$ cat src/design/rdsc_pkg.sv
// shared types, constants and the digit glyph function for the radix digit converter
`timescale 1ns / 1ps
package rdsc_pkg;

    // radix register limits and reset value
    localparam int RADIX_W = 5;
    localparam logic [RADIX_W-1:0] RADIX_MIN   = 5'd2;
    localparam logic [RADIX_W-1:0] RADIX_MAX   = 5'd16;
    localparam logic [RADIX_W-1:0] RADIX_RESET = 5'd10;

    // digit and character widths
    localparam int DIGIT_W     = 4;
    localparam int CHAR_W      = 7;
    localparam int OUT_TDATA_W = 8;

    // status from the divide unit to the sequencer
    typedef struct packed {
        logic done;
        logic quo_zero;
    } t_div_stat;

    // digit value to ascii '0'-'9', 'A'-'F'
    function automatic logic [CHAR_W-1:0] digit_glyph(input logic [DIGIT_W-1:0] d);
        logic [CHAR_W-1:0] c;
        if (d < 4'd10) begin
            c = 7'd48 + {3'b000, d};
        end else begin
            c = 7'd55 + {3'b000, d};
        end
        return c;
    endfunction

endpackage

$ cat src/design/rdsc_divider.sv
// shared shift-subtract unit: divides a value by the radix, one quotient bit per cycle
`timescale 1ns / 1ps
module rdsc_divider #(
    parameter int WIDTH = 32
) (
    input  logic                          i_clk,
    input  logic                          i_rst_n,
    input  logic                          i_start,
    input  logic [WIDTH-1:0]              i_dividend,
    input  logic [rdsc_pkg::RADIX_W-1:0]  i_base,
    output rdsc_pkg::t_div_stat           o_stat,
    output logic [WIDTH-1:0]              o_quotient,
    output logic [rdsc_pkg::DIGIT_W-1:0]  o_remainder
);
    import rdsc_pkg::*;

    localparam int CNT_W = $clog2(WIDTH);

    logic                 r_busy;
    logic                 r_done;
    logic [CNT_W-1:0]     r_cnt;
    logic [WIDTH-1:0]     r_quo;
    logic [DIGIT_W-1:0]   r_rem;
    logic [RADIX_W-1:0]   r_base;

    logic [RADIX_W-1:0]   w_trial;
    logic                 w_qbit;
    logic [DIGIT_W-1:0]   n_rem;

    // one restoring step: bring down the next bit and try the subtract
    always_comb begin
        w_trial = {r_rem, r_quo[WIDTH-1]};
        w_qbit  = (w_trial >= r_base);
        if (w_qbit) begin
            n_rem = DIGIT_W'(w_trial - r_base);
        end else begin
            n_rem = w_trial[DIGIT_W-1:0];
        end
    end

    // step control
    always_ff @(posedge i_clk) begin
        if (!i_rst_n) begin
            r_busy <= 1'b0;
            r_done <= 1'b0;
            r_cnt  <= '0;
        end else begin
            r_done <= 1'b0;
            if (i_start) begin
                r_busy <= 1'b1;
                r_cnt  <= CNT_W'(WIDTH - 1);
            end else if (r_busy) begin
                r_cnt <= r_cnt - 1'b1;
                if (r_cnt == '0) begin
                    r_busy <= 1'b0;
                    r_done <= 1'b1;
                end
            end
        end
    end

    // datapath: quotient bits shift in behind the dividend
    always_ff @(posedge i_clk) begin
        if (i_start) begin
            r_quo  <= i_dividend;
            r_rem  <= '0;
            r_base <= i_base;
        end else if (r_busy) begin
            r_quo <= {r_quo[WIDTH-2:0], w_qbit};
            r_rem <= n_rem;
        end
    end

    assign o_stat.done     = r_done;
    assign o_stat.quo_zero = (r_quo == '0);
    assign o_quotient      = r_quo;
    assign o_remainder     = r_rem;

endmodule

$ cat src/design/rdsc_digit_mem.sv
// digit store: one write port, one registered read port
`timescale 1ns / 1ps
module rdsc_digit_mem #(
    parameter int DEPTH = 32
) (
    input  logic                          i_clk,
    input  logic                          i_wr_en,
    input  logic [$clog2(DEPTH)-1:0]      i_wr_addr,
    input  logic [rdsc_pkg::DIGIT_W-1:0]  i_wr_data,
    input  logic [$clog2(DEPTH)-1:0]      i_rd_addr,
    output logic [rdsc_pkg::DIGIT_W-1:0]  o_rd_data
);
    import rdsc_pkg::*;

    logic [DIGIT_W-1:0] r_mem [DEPTH];
    logic [DIGIT_W-1:0] r_rd_data;

    // write port
    always_ff @(posedge i_clk) begin
        if (i_wr_en) begin
            r_mem[i_wr_addr] <= i_wr_data;
        end
    end

    // registered read port
    always_ff @(posedge i_clk) begin
        r_rd_data <= r_mem[i_rd_addr];
    end

    assign o_rd_data = r_rd_data;

endmodule

$ cat src/design/radix_digit_string_converter.sv
// top level: radix register, conversion sequencer and digit output stage
//
// Converts one unsigned number per input beat into its digit string in the
// configured radix (2..16), sent most significant digit first as ascii
// '0'-'9', 'A'-'F', one output beat per digit, tlast on the final digit.
// A zero input gives a single '0' beat with tlast.
// Input: s_axis beats carry the number in tdata. Output: m_axis beats carry
// the character in tdata bits 6:0 and the final-digit mark in tlast.
// Config: i_cfg_wen writes i_cfg_wdata to the radix; values below 2 become 2,
// above 16 become 16. Write only while the block is idle.
// Flow: one number at a time. The shared shift-subtract divider makes the
// digits one by one, least significant first, into the digit store; each
// digit is then read back (S_FETCH) and offered as an output beat (S_SEND),
// which holds until the receiver is ready. s_axis_tready is high only
// between items.
// Reset: synchronous active-low; radix returns to 10, the sequencer to idle.
// Stalls: a digit beat holds on m_axis until taken; nothing else moves.
`timescale 1ns / 1ps
module radix_digit_string_converter #(
    parameter int VALUE_WIDTH = 32
) (
    input  logic                                 i_clk,
    input  logic                                 i_rst_n,
    input  logic                                 i_cfg_wen,
    input  logic [rdsc_pkg::RADIX_W-1:0]         i_cfg_wdata,
    input  logic                                 i_s_axis_tvalid,
    output logic                                 o_s_axis_tready,
    // fields from bit 0: value
    input  logic [((VALUE_WIDTH+7)/8)*8-1:0]     i_s_axis_tdata,
    output logic                                 o_m_axis_tvalid,
    input  logic                                 i_m_axis_tready,
    // fields from bit 0: digit_char (7 bits), zero pad bit
    output logic [rdsc_pkg::OUT_TDATA_W-1:0]     o_m_axis_tdata,
    output logic                                 o_m_axis_tlast
);
    import rdsc_pkg::*;

    localparam int AW = $clog2(VALUE_WIDTH);

    typedef enum logic [3:0] {
        S_IDLE  = 4'b0001,
        S_DIV   = 4'b0010,
        S_FETCH = 4'b0100,
        S_SEND  = 4'b1000
    } t_state;

    t_state               r_state, n_state;
    logic [RADIX_W-1:0]   r_radix;
    logic [AW-1:0]        r_wr_ptr, n_wr_ptr;
    logic [AW-1:0]        r_pos, n_pos;

    logic                 w_accept;
    logic [VALUE_WIDTH-1:0] w_value;
    logic                 w_div_start;
    logic [VALUE_WIDTH-1:0] w_div_dividend;
    t_div_stat            w_div_stat;
    logic [VALUE_WIDTH-1:0] w_quotient;
    logic [DIGIT_W-1:0]   w_remainder;
    logic                 w_wr_en;
    logic [AW-1:0]        w_wr_addr;
    logic [DIGIT_W-1:0]   w_wr_data;
    logic [DIGIT_W-1:0]   w_rd_data;

    // radix register with clamping
    always_ff @(posedge i_clk) begin
        if (!i_rst_n) begin
            r_radix <= RADIX_RESET;
        end else if (i_cfg_wen) begin
            if (i_cfg_wdata < RADIX_MIN) begin
                r_radix <= RADIX_MIN;
            end else if (i_cfg_wdata > RADIX_MAX) begin
                r_radix <= RADIX_MAX;
            end else begin
                r_radix <= i_cfg_wdata;
            end
        end
    end

    assign o_s_axis_tready = (r_state == S_IDLE);
    assign w_accept        = i_s_axis_tvalid && o_s_axis_tready;
    assign w_value         = i_s_axis_tdata[VALUE_WIDTH-1:0];

    // sequencer: divide until the quotient is zero, then read digits back out
    always_comb begin
        n_state        = r_state;
        n_wr_ptr       = r_wr_ptr;
        n_pos          = r_pos;
        w_div_start    = 1'b0;
        w_div_dividend = w_quotient;
        w_wr_en        = 1'b0;
        w_wr_addr      = r_wr_ptr;
        w_wr_data      = w_remainder;
        unique case (r_state)
            S_IDLE: begin
                if (w_accept) begin
                    if (w_value == '0) begin
                        w_wr_en   = 1'b1;
                        w_wr_addr = '0;
                        w_wr_data = '0;
                        n_pos     = '0;
                        n_state   = S_FETCH;
                    end else begin
                        w_div_start    = 1'b1;
                        w_div_dividend = w_value;
                        n_wr_ptr       = '0;
                        n_state        = S_DIV;
                    end
                end
            end
            S_DIV: begin
                if (w_div_stat.done) begin
                    w_wr_en = 1'b1;
                    if (w_div_stat.quo_zero || r_wr_ptr == AW'(VALUE_WIDTH - 1)) begin
                        n_pos   = r_wr_ptr;
                        n_state = S_FETCH;
                    end else begin
                        w_div_start = 1'b1;
                        n_wr_ptr    = r_wr_ptr + 1'b1;
                    end
                end
            end
            S_FETCH: begin
                n_state = S_SEND;
            end
            S_SEND: begin
                if (i_m_axis_tready) begin
                    if (r_pos == '0) begin
                        n_state = S_IDLE;
                    end else begin
                        n_pos   = r_pos - 1'b1;
                        n_state = S_FETCH;
                    end
                end
            end
            default: begin
                n_state = S_IDLE;
            end
        endcase
    end

    // sequencer registers
    always_ff @(posedge i_clk) begin
        if (!i_rst_n) begin
            r_state  <= S_IDLE;
            r_wr_ptr <= '0;
            r_pos    <= '0;
        end else begin
            r_state  <= n_state;
            r_wr_ptr <= n_wr_ptr;
            r_pos    <= n_pos;
        end
    end

    // shared divide unit
    rdsc_divider #(
        .WIDTH (VALUE_WIDTH)
    ) u_divider (
        .i_clk       (i_clk),
        .i_rst_n     (i_rst_n),
        .i_start     (w_div_start),
        .i_dividend  (w_div_dividend),
        .i_base      (r_radix),
        .o_stat      (w_div_stat),
        .o_quotient  (w_quotient),
        .o_remainder (w_remainder)
    );

    // digit store, least significant digit at address zero
    rdsc_digit_mem #(
        .DEPTH (VALUE_WIDTH)
    ) u_digit_mem (
        .i_clk     (i_clk),
        .i_wr_en   (w_wr_en),
        .i_wr_addr (w_wr_addr),
        .i_wr_data (w_wr_data),
        .i_rd_addr (r_pos),
        .o_rd_data (w_rd_data)
    );

    // output beat
    assign o_m_axis_tvalid = (r_state == S_SEND);
    assign o_m_axis_tdata  = {1'b0, digit_glyph(w_rd_data)};
    assign o_m_axis_tlast  = (r_pos == '0);

`ifndef SYNTHESIS
    // never take a new number while a digit is on offer
    a_no_overlap: assert property (@(posedge i_clk) disable iff (!i_rst_n)
        !(o_s_axis_tready && o_m_axis_tvalid))
        else $error("input ready while digit beat pending");

    // divider completes only while the sequencer waits for it
    a_done_in_div: assert property (@(posedge i_clk) disable iff (!i_rst_n)
        w_div_stat.done |-> (r_state == S_DIV))
        else $error("divider done outside divide state");

    // radix register stays within the legal range
    a_radix_range: assert property (@(posedge i_clk) disable iff (!i_rst_n)
        (r_radix >= RADIX_MIN) && (r_radix <= RADIX_MAX))
        else $error("radix out of range");

    // the final digit beat returns the block to idle
    a_last_to_idle: assert property (@(posedge i_clk) disable iff (!i_rst_n)
        (o_m_axis_tvalid && i_m_axis_tready && o_m_axis_tlast) |=> o_s_axis_tready)
        else $error("not idle after final digit");
`endif

endmodule

$ cat config.mk
export PLATFORM = sky130hd
export DESIGN_NAME = radix_digit_string_converter
export DESIGN_NICKNAME = d
export VERILOG_FILES = /design/src/design/rdsc_pkg.sv /design/src/design/rdsc_divider.sv /design/src/design/rdsc_digit_mem.sv /design/src/design/radix_digit_string_converter.sv
export SDC_FILE = /design/constraint.sdc
export NUM_CORES = 1
export LEC_CHECK = 0
export ABC_CLOCK_PERIOD_IN_PS = 2950
export BUFFER_PORTS_ARGS = -buffer_cell sky130_fd_sc_hd__buf_2
export CORE_MARGIN = 4
export CORE_UTILIZATION = 35
export CTS_BUF_LIST = sky130_fd_sc_hd__clkbuf_2
export DETAILED_ROUTE_END_ITERATION = 10
export PLACE_DENSITY = 0.5
export SKIP_CTS_REPAIR_TIMING = 1
export SLEW_MARGIN = 20
export SYNTH_ARGS = -nofsm -noshare
export SYNTH_HDL_FRONTEND = slang
export SYNTH_HIERARCHICAL = 1
export SYNTH_SLANG_ARGS = --single-unit
$ cat constraint.sdc
create_clock -name i_clk -period 2.95 [get_ports i_clk]
set_input_delay 0.1475 -clock i_clk [delete_from_list [all_inputs] [get_ports i_clk]]
set_output_delay 0.1475 -clock i_clk [all_outputs]
set_load 0.1 [all_outputs]
# Word-level counts from Yosys, hierarchy flattened
# Memories as Yosys holds them, arrays and structs flattened. A register that Yosys moved wholly into a read port is not among the register bits.
# Index checks and enable logic that the tools add are counted.
dict set report totals {
  reg_bits 67
  ram_bits 128
  input_bits 42
  output_inout_bits 11
  n_memories 1
}
dict set report classes {
  addsub 6
  n_lt_le_gt_ge 4
  eq_ne 16
  muxes 51
  n_bitwise 2
  reduce_logical 14
}
# memory words word_bits rd rd_clocked_by_memory_dff write_ports line
set memory_table {}
lappend memory_table {u_digit_mem.r_mem 32 4 1 1 1 rdsc_digit_mem.sv:15} ;# logic [DIGIT_W-1:0] r_mem [DEPTH];
# cell count
set ops {}
lappend ops {{$mux 32} 5}
lappend ops {{$mux 5} 17}
lappend ops {{$logic_not 32->1} 2}
lappend ops {{$mux 4} 8}
lappend ops {{$pmux 4 s4} 1}
lappend ops {{$pmux 5 s3} 1}
lappend ops {{$add 6x4->7 const A} 2}
lappend ops {{$ne 2x2->1 const B} 7}
lappend ops {{$mux 1} 13}
lappend ops {{$logic_not 5->1} 2}
lappend ops {{$pmux 5 s2} 1}
lappend ops {{$sub 5x1->5 const B} 2}
lappend ops {{$ne 2x1->1 const B} 4}
lappend ops {{$reduce_and 4->1} 2}
lappend ops {{$mux 7} 1}
lappend ops {{$reduce_and 7->1} 1}
lappend ops {{$mux 3} 2}
lappend ops {{$add 5x1->5 const B} 1}
lappend ops {{$eq 5x5->1 const B} 1}
lappend ops {{$ge 5x5->1} 1}
lappend ops {{$gt 5x5->1 const B} 1}
lappend ops {{$lt 5x2->1 const B} 1}
lappend ops {{$reduce_and 5->1} 1}
lappend ops {{$eq 4x1->1 const B} 1}
lappend ops {{12 further kinds} 15}

# Logic depth before layout (Yosys ltp)
# Gate-level depths: netlist of run 1.
dict set report logic_depth {
  ltp_word 7
  ltp_mapped 11
}

# Cells and area by module
# The synthesis of run 1 kept the hierarchy.
# mod instances cells_per_inst area_each_um2 seq_area_each_um2
set modules_own_cells {}
lappend modules_own_cells {rdsc_digit_mem 1 231 5138.7 3923.8}
lappend modules_own_cells {rdsc_divider 1 165 2289.7 1331.3}
lappend modules_own_cells {radix_digit_string_converter 1 209 1767.9 380.4}

# Worst setup path before layout of run 1
# Ideal clock, no wire load.
dict set report synth_timing {
  path_type {register to output}
  start {register u_digit_mem.r_rd_data[1] (netlist: u_digit_mem/o_rd_data[1]) (read register of u_digit_mem.r_mem)}
  end {output port o_m_axis_tdata[4] (netlist bit)}
  arrival_ns 3.854
  required_time_ns 2.803
  path_slack_ns -1.052
  stages_incl_launch_ff 4
  n_path_buf 0
  path_cell_list {dfxtp_1 -> o21ai_1 -> a21oi_1 -> inv_1}
}
dict set report synth_via {
  elab_chain_len 2
  elab_cells_between_ends 4
  classes_between {add/sub (2); order compare (1); mux (1)}
}
# item line
set synth_lines {}
lappend synth_lines {{start: declaration} rdsc_digit_mem.sv:16} ;# logic [DIGIT_W-1:0] r_rd_data;
lappend synth_lines {{$add 6x4->7 (tied with other cells)} rdsc_pkg.sv:28} ;# c = 7'd55 + {3'b000, d};
lappend synth_lines {{$mux 7 *} rdsc_pkg.sv:25} ;# if (d < 4'd10) begin
lappend synth_lines {{end: declaration} radix_digit_string_converter.sv:33} ;# output logic [rdsc_pkg::OUT_TDATA_W-1:0] o_m_axis_tdata,
# Mark *: on every way between the ends. The rest lies on a longest branch, timed or not.

# Worst setup path after layout of run 1
dict set report layout_timing {
  start {register r_state[3]}
  end {output port o_m_axis_tvalid}
}
dict set report layout_via {
  elab_chain_len 1
}
# item line
set layout_lines {}
lappend layout_lines {{start: declaration} radix_digit_string_converter.sv:47} ;# t_state r_state, n_state;
lappend layout_lines {{start signal: assignment} radix_digit_string_converter.sv:148} ;# r_state <= n_state;
lappend layout_lines {{$eq 4x4->1} radix_digit_string_converter.sv:181} ;# assign o_m_axis_tvalid = (r_state == S_SEND);
lappend layout_lines {{end: declaration} radix_digit_string_converter.sv:30} ;# output logic o_m_axis_tvalid,
# No other way between the ends.

==> results of run 1 <==
## through the flow
step | hold WS (ns) | total power, mW | worst slack, ns | utilization
4_1_cts | -0.452 | 7.14 | 0.0989 | 0.401
5_1_grt | 0.130 | 7.51 | 0.0141 | 0.419
3_5_place_dp | 0.419 | 5.78 | 0.172 | 0.391
6_report | 0.228 | 7.09 | 0.205 | 0.419
3_3_place_gp | 0.396 | 5.73 | 0.175 | 0.391
2_1_floorplan | 0.261 | 5.26 | -0.431 | -
## logic make-up (layout without fill, tap and decap cells)
kind of cell,count (synthesis),after routing,synth area share
AND/OR/NAND/NOR,158,158,0.0970
other,1,2,0.000408
flip-flops,199,199,0.613
multiplexers,115,115,0.189
AO/OA/AOI/OAI,56,56,0.0444
buffers and inverters,54,176,0.0301
XOR/XNOR,10,10,0.00952
adder cells (fa/ha/maj),12,12,0.0171
## sequential cells by signal, summed over array words and instances (netlist names)
register	flops
u_divider/r_busy	1
r_pos	5
r_state	4
u_digit_mem/o_rd_data	4
u_divider/r_cnt	5
r_radix	5
u_divider/r_done	1
u_digit_mem/r_mem	128
r_wr_ptr	5
u_divider/r_base	5
u_divider/o_remainder	4
u_divider/o_quotient	32
## worst max-delay path, delay by kind of cell, from the launching register on
kind | cells | cell delay (ns)
buffers and inverters | 2 | 0.59
AND/OR/NAND/NOR | 1 | 0.63
flip-flops | 1 | 0.65
## area by class of cell
type                            count  area, sq um  share of cell area
Antenna cell                        1         2.50            0.000230
Clock buffer                       18         90.1             0.00828
Clock inverter                     14          173              0.0159
Inverter                           25         97.6             0.00897
Multi-Input combinational cell    352         3560               0.327
Sequential cell                   199         5640               0.518
Tap cell                          335          419              0.0385
Timing Repair Buffer              119          908              0.0834
## Yosys cell counts, types with 11 or more instances
cell,count
edfxtp_1,165
nor2_1,51
mux4_2,40
mux2_2,35
dfxtp_1,34
mux2_1,32
nand2_1,26
inv_1,24
nor4_1,17
nor2b_1,12
a21oi_1,11
ha_1,11
## routing by layer
layer | vias up | GRT usage | routed length [um]
met5 | - | 0 | 0
met2 | 96 | 0.238 | 10300
li1 | 2573 | - | -
met4 | 0 | 0.0260 | 177
met1 | 2757 | 0.181 | 8530
met3 | 13 | 0.0321 | 655
## power by group through the flow
stage / Sequential (mW) / Combinational (mW) / Clock [mW]
final: 3.75 / 1.98 / 1.36
after detailed placement: 3.82 / 1.96 / 0
after CTS: 3.76 / 1.97 / 1.42
after floorplan: 3.72 / 1.54 / 0
after global placement: 3.81 / 1.92 / 0
after global routing: 3.80 / 2.16 / 1.56
## worst paths after layout
path,from,to,slack [ns],cells past startpoint
hold / removal,i_cfg_wdata[3],r_radix[3]$_SDFFE_PN1P_,0.23,4
hold reg to reg,r_radix[3]$_SDFFE_PN1P_,u_divider/r_base[3]$_DFFE_PP_,0.48,0
setup / recovery,r_state[3]$_SDFFE_PN0P_,o_m_axis_tvalid,0.20,3
setup reg to reg,r_wr_ptr[1]$_SDFFE_PN0P_,u_divider/o_quotient[29]$_DFFE_PP_,0.30,8
==> results.py, run 1 <==
metrics = {
    "clocking": {
        "cts_sinks": 199,
        "clock_latency_ns": 0.78,
        "cts_tree": "yes",
        "clk_pin_slew_ns": 0.31,
        "cts_made_buffers": 17,
        "root_buffer": "clkbuf_2",
        "cts_buffer_depth": 2,
        "h-tree-depth": 4,
    },
    "floorplanning": {
        "die_h_um": 170,
        "io_pins": 53,
        "die_x_um": 170,
        "rows": 59,
        "design.die.area_sq_um": 28900,
        "start_util": 0.354,
        "core-area_sq_um": 26000,
    },
    "power": {
        "p_per_area_nw_per_um2": 652,
        "pwr-share-seq": 0.529,
        "swShare": 0.345,
        "p_comb_frac": 0.280,
        "power.switching_mw": 2.45,
        "vdd_drop_max_uv": 693,
        "clkPwrFrac": 0.192,
        "p_leak_nw": 3.60,
        "p_int_mw": 4.65,
    },
    "sta": {
        "rsz0062_at_grt": "false",
        "max_freq_ghz": 0.364,
        "slew_headroom": 0.546,
        "tightest_slew_ns": 0.680,
        "report.final.slew_viol_count": 0,
        "finalHoldViolations": 0,
        "finalSetupViolCount": 0,
        "clock_skew_ns": 0.0793,
        "fin_setup_tns_ns": 0,
        "period_minus_slack_ns": 2.75,
        "timing.final.crit_share": 0.931,
    },
    "grt": {
        "grt_pass1_wl_um": 31100,
        "grt_util_all_layers": 0.138,
        "grt_pass1_vias": 5504,
        "overflow": 0,
        "antenna_found_initial": 1,
        "grt_max_degree": 33,
    },
    "worst_setup_path": {
        "path_class": "reg2out",
        "critPathSlowestCell": "dfxtp_1",
        "start_kind": "flop",
        "crit_required_ns": 2.80,
        "critical_path.max_stage_delay_ns": 0.65,
        "cp-end-kind": "output port",
        "critPathMaxFanout": 10,
        "cp.arrival_ns": 2.60,
        "cp_cell_sequence": "or4b_1 > inv_1 > buf_2",
    },
    "routing": {
        "vias_per_cell": 5.12,
        "first_pass_iters": 6,
        "ant_nets": 0,
        "drt_iter0_markers": 276,
        "wl_per_cell_um": 18.5,
        "route.detailed.drc": 0,
        "dr_total_vias": 5439,
        "wirelength_um": 19600,
    },
    "yosys": {
        "netlist_area_sq_um": 9200,
        "synth-main-ff-cell": "edfxtp_1",
        "syn_nets": 659,
        "avgSynthCellArea_sq_um": 15.2,
        "syn_inst": 605,
        "synth_edf_count": 165,
        "ys.warnings.count": 6,
        "synth_area_leaders": "edfxtp_1, mux4_2, dfxtp_1, mux2_2, mux2_1",
        "ys_seq_area_frac": 0.613,
        "ys_ff_latch": 199,
        "yosys.area.top_type": "edfxtp_1",
        "yosysTopAreaCellShare": 0.539,
        "async_flop_share": 0,
        "synth.distinct_cells": 68,
    },
    "placed_design": {
        "port_buffers": 51,
        "dp_hpwl_um": 13500,
        "placed_cell_area_sq_um": 10100,
        "dp_cells": 983,
        "gp_congestion": 0.764,
    },
    "layout": {
        "stdcell_count": 1063,
        "fin_area_sq_um": 10900,
        "nFillCells": 2358,
        "layout_commonest_cell": "edfxtp_1",
        "nets": 768,
        "syn_to_final_growth_pct": 18.4,
        "drive_gt1_frac": 0.338,
        "mostFrequentLayoutCells": "edfxtp_1, buf_2, dlygate4sd3_1, mux4_2, mux2_2",
    },
    "worst_hold_path": {
        "holdCritPathClass": "in2reg",
    },
    "run_status": {
        "status": "completed",
    },
    "flow_run": {
        "maxCapViolations": 0,
    },
}
Note: power is estimated with default switching activity, not from simulation.
==> run 2: changes to the inputs <==
--- a/config.mk
+++ b/config.mk
@@ -11,7 +11,6 @@
 export CORE_UTILIZATION = 35
 export CTS_BUF_LIST = sky130_fd_sc_hd__clkbuf_2
 export DETAILED_ROUTE_END_ITERATION = 10
-export PLACE_DENSITY = 0.5
 export SKIP_CTS_REPAIR_TIMING = 1
 export SLEW_MARGIN = 20
 export SYNTH_ARGS = -nofsm -noshare
==> results.py, run 2 (synthesis results as in run 1) <==
metrics = {
    "placed_design": {
        "placed_cell_area_sq_um": 10100,
        "place_ws_ns": 0.0853,
        "dp_hpwl_um": 13000,
        "dp_cells": 982,
        "gp_congestion": 0.796,
        "port_buffers": 51,
    },
    "sta": {
        "tightest_slew_ns": 0.720,
        "report.final.slew_viol_count": 0,
        "finalHoldViolations": 0,
        "clock_skew_ns": 0.0785,
        "slew_headroom": 0.519,
        "timing.final.crit_share": 0.926,
        "setup_slack_ns": 0.220,
        "max_freq_ghz": 0.366,
        "fin_setup_tns_ns": 0,
        "rsz0062_at_grt": "false",
        "period_minus_slack_ns": 2.73,
        "finalSetupViolCount": 0,
    },
    "routing": {
        "met1Wirelength_um": 8140,
        "ant_nets": 0,
        "first_pass_iters": 4,
        "dr_total_vias": 5461,
        "vias_per_cell": 5.15,
        "routed.top_layer": "met4",
        "drt_iter0_markers": 341,
        "wl_met3_um": 614,
        "wl_per_cell_um": 17.8,
        "met2_length_um": 9690,
        "wirelength_um": 18900,
        "route.detailed.drc": 0,
    },
    "worst_setup_path": {
        "cp-end-kind": "output port",
        "r2r_start": "u_divider/o_quotient[13]$_DFFE_PP_",
        "critPathTopFamily": "simple AND/OR/NAND/NOR gates",
        "startpoint": "r_state[2]$_SDFFE_PN0P_",
        "reg2reg_depth": 9,
        "path_class": "reg2out",
        "r2r_slack_ns": 0.33,
        "critPathSlowestCell": "or4b_1",
        "start_kind": "flop",
        "crit_required_ns": 2.80,
        "critPathMaxFanout": 9,
        "cp_cell_sequence": "or4b_1 > inv_1 > buf_2",
        "cp_num_buf_inv": 2,
        "cp.arrival_ns": 2.58,
        "regToRegEndpoint": "u_divider/o_quotient[26]$_DFFE_PP_",
        "critical_path.max_stage_delay_ns": 0.73,
    },
    "clocking": {
        "cts_buffer_depth": 2,
        "h-tree-depth": 4,
        "clock_latency_ns": 0.76,
        "cts_tree": "yes",
        "clk_pin_slew_ns": 0.34,
        "cts_sinks": 199,
        "root_buffer": "clkbuf_2",
        "cts_made_buffers": 17,
    },
    "layout": {
        "nets": 765,
        "fin_area_sq_um": 10900,
        "top_register": "u_digit_mem/r_mem",
        "mostFrequentLayoutCells": "edfxtp_1, buf_2, dlygate4sd3_1, mux4_2, mux2_2",
        "largest_reg_flops": 128,
        "syn_to_final_growth_pct": 18.0,
        "stdcell_count": 1060,
        "layout_commonest_cell": "edfxtp_1",
        "drive_gt1_frac": 0.334,
    },
    "flow_run": {
        "maxCapViolations": 0,
    },
    "grt": {
        "grt_pass1_vias": 5444,
        "grt_util_all_layers": 0.132,
        "grt_pass1_wl_um": 29900,
        "antenna_found_initial": 1,
        "grt_max_degree": 36,
        "overflow": 0,
    },
    "worst_hold_path": {
        "min_delay_path_depth": 4,
        "min_from": "i_cfg_wdata[3]",
        "hold_end": "r_radix[3]$_SDFFE_PN1P_",
        "holdCritPathClass": "in2reg",
    },
    "floorplanning": {
        "io_pins": 53,
        "design.die.area_sq_um": 28900,
        "core-area_sq_um": 26000,
        "start_util": 0.354,
        "die_x_um": 170,
        "die_h_um": 170,
        "rows": 59,
    },
    "power": {
        "p_per_area_nw_per_um2": 650,
        "p_leak_nw": 3.60,
        "vdd_drop_max_uv": 571,
    },
    "run_status": {
        "status": "completed",
    },
}
run 2: cell count changes in the layout (fill, tap and decap cells not counted), sizes merged:
cell | previous run | this run
buf | 72 | 71
clkinv | 7 | 5
clkinvlp | 3 | 2
dlygate4sd3 | 47 | 45
inv | 29 | 32
run 2: report_power, final:
part           internal (mW)  switching, mW
Sequential              3.54          0.206
Combinational          0.808           1.17
Clock                  0.300           1.04
run 2: metrics by stage:
step | utilization | hold slack, ns | power (mW)
after floorplan | - | 0.261 | 5.26
after global placement | 0.390 | 0.395 | 5.70
after detailed placement | 0.390 | 0.421 | 5.76
after CTS | 0.400 | -0.429 | 7.10
after global routing | 0.418 | 0.161 | 7.46
final | 0.418 | 0.240 | 7.05
run 2: final cells by class:
class | instances | area (sq um)
well taps | 335 | 419
repair buffers | 116 | 893
diodes | 1 | 2.50
multi-input cells | 352 | 3550
clock inverters | 14 | 166
inverters | 25 | 97.6
fillers | 2355 | 15100
clock buffers | 18 | 90.1
flip-flops and latches | 199 | 5640
run 2: worst min-delay path: stages:
cell           delay, ns
buf_2               0.10
nand2_1             0.06
o221ai_1            0.09
dlygate4sd3_1       0.55
run 2: worst max path at each step:
stage / to / slack [ns] / cells past startpoint
after floorplan: u_divider/o_quotient[0]$_DFFE_PP_ / -0.43 / 8
final: o_m_axis_tvalid / 0.22 / 3
after global placement: u_digit_mem/r_mem[28][3]$_DFFE_PP_ / 0.16 / 8
after global routing: o_m_axis_tlast / 0.002 / 5
after CTS: o_m_axis_tvalid / 0.06 / 3
after detailed placement: u_digit_mem/r_mem[14][3]$_DFFE_PP_ / 0.09 / 9
run 2: routing by layer:
metal | up-vias | track usage
met1 | 2748 | 0.168
li1 | 2572 | -
met3 | 26 | 0.0260
met2 | 115 | 0.228
met5 | - | 0
met4 | 0 | 0.0410
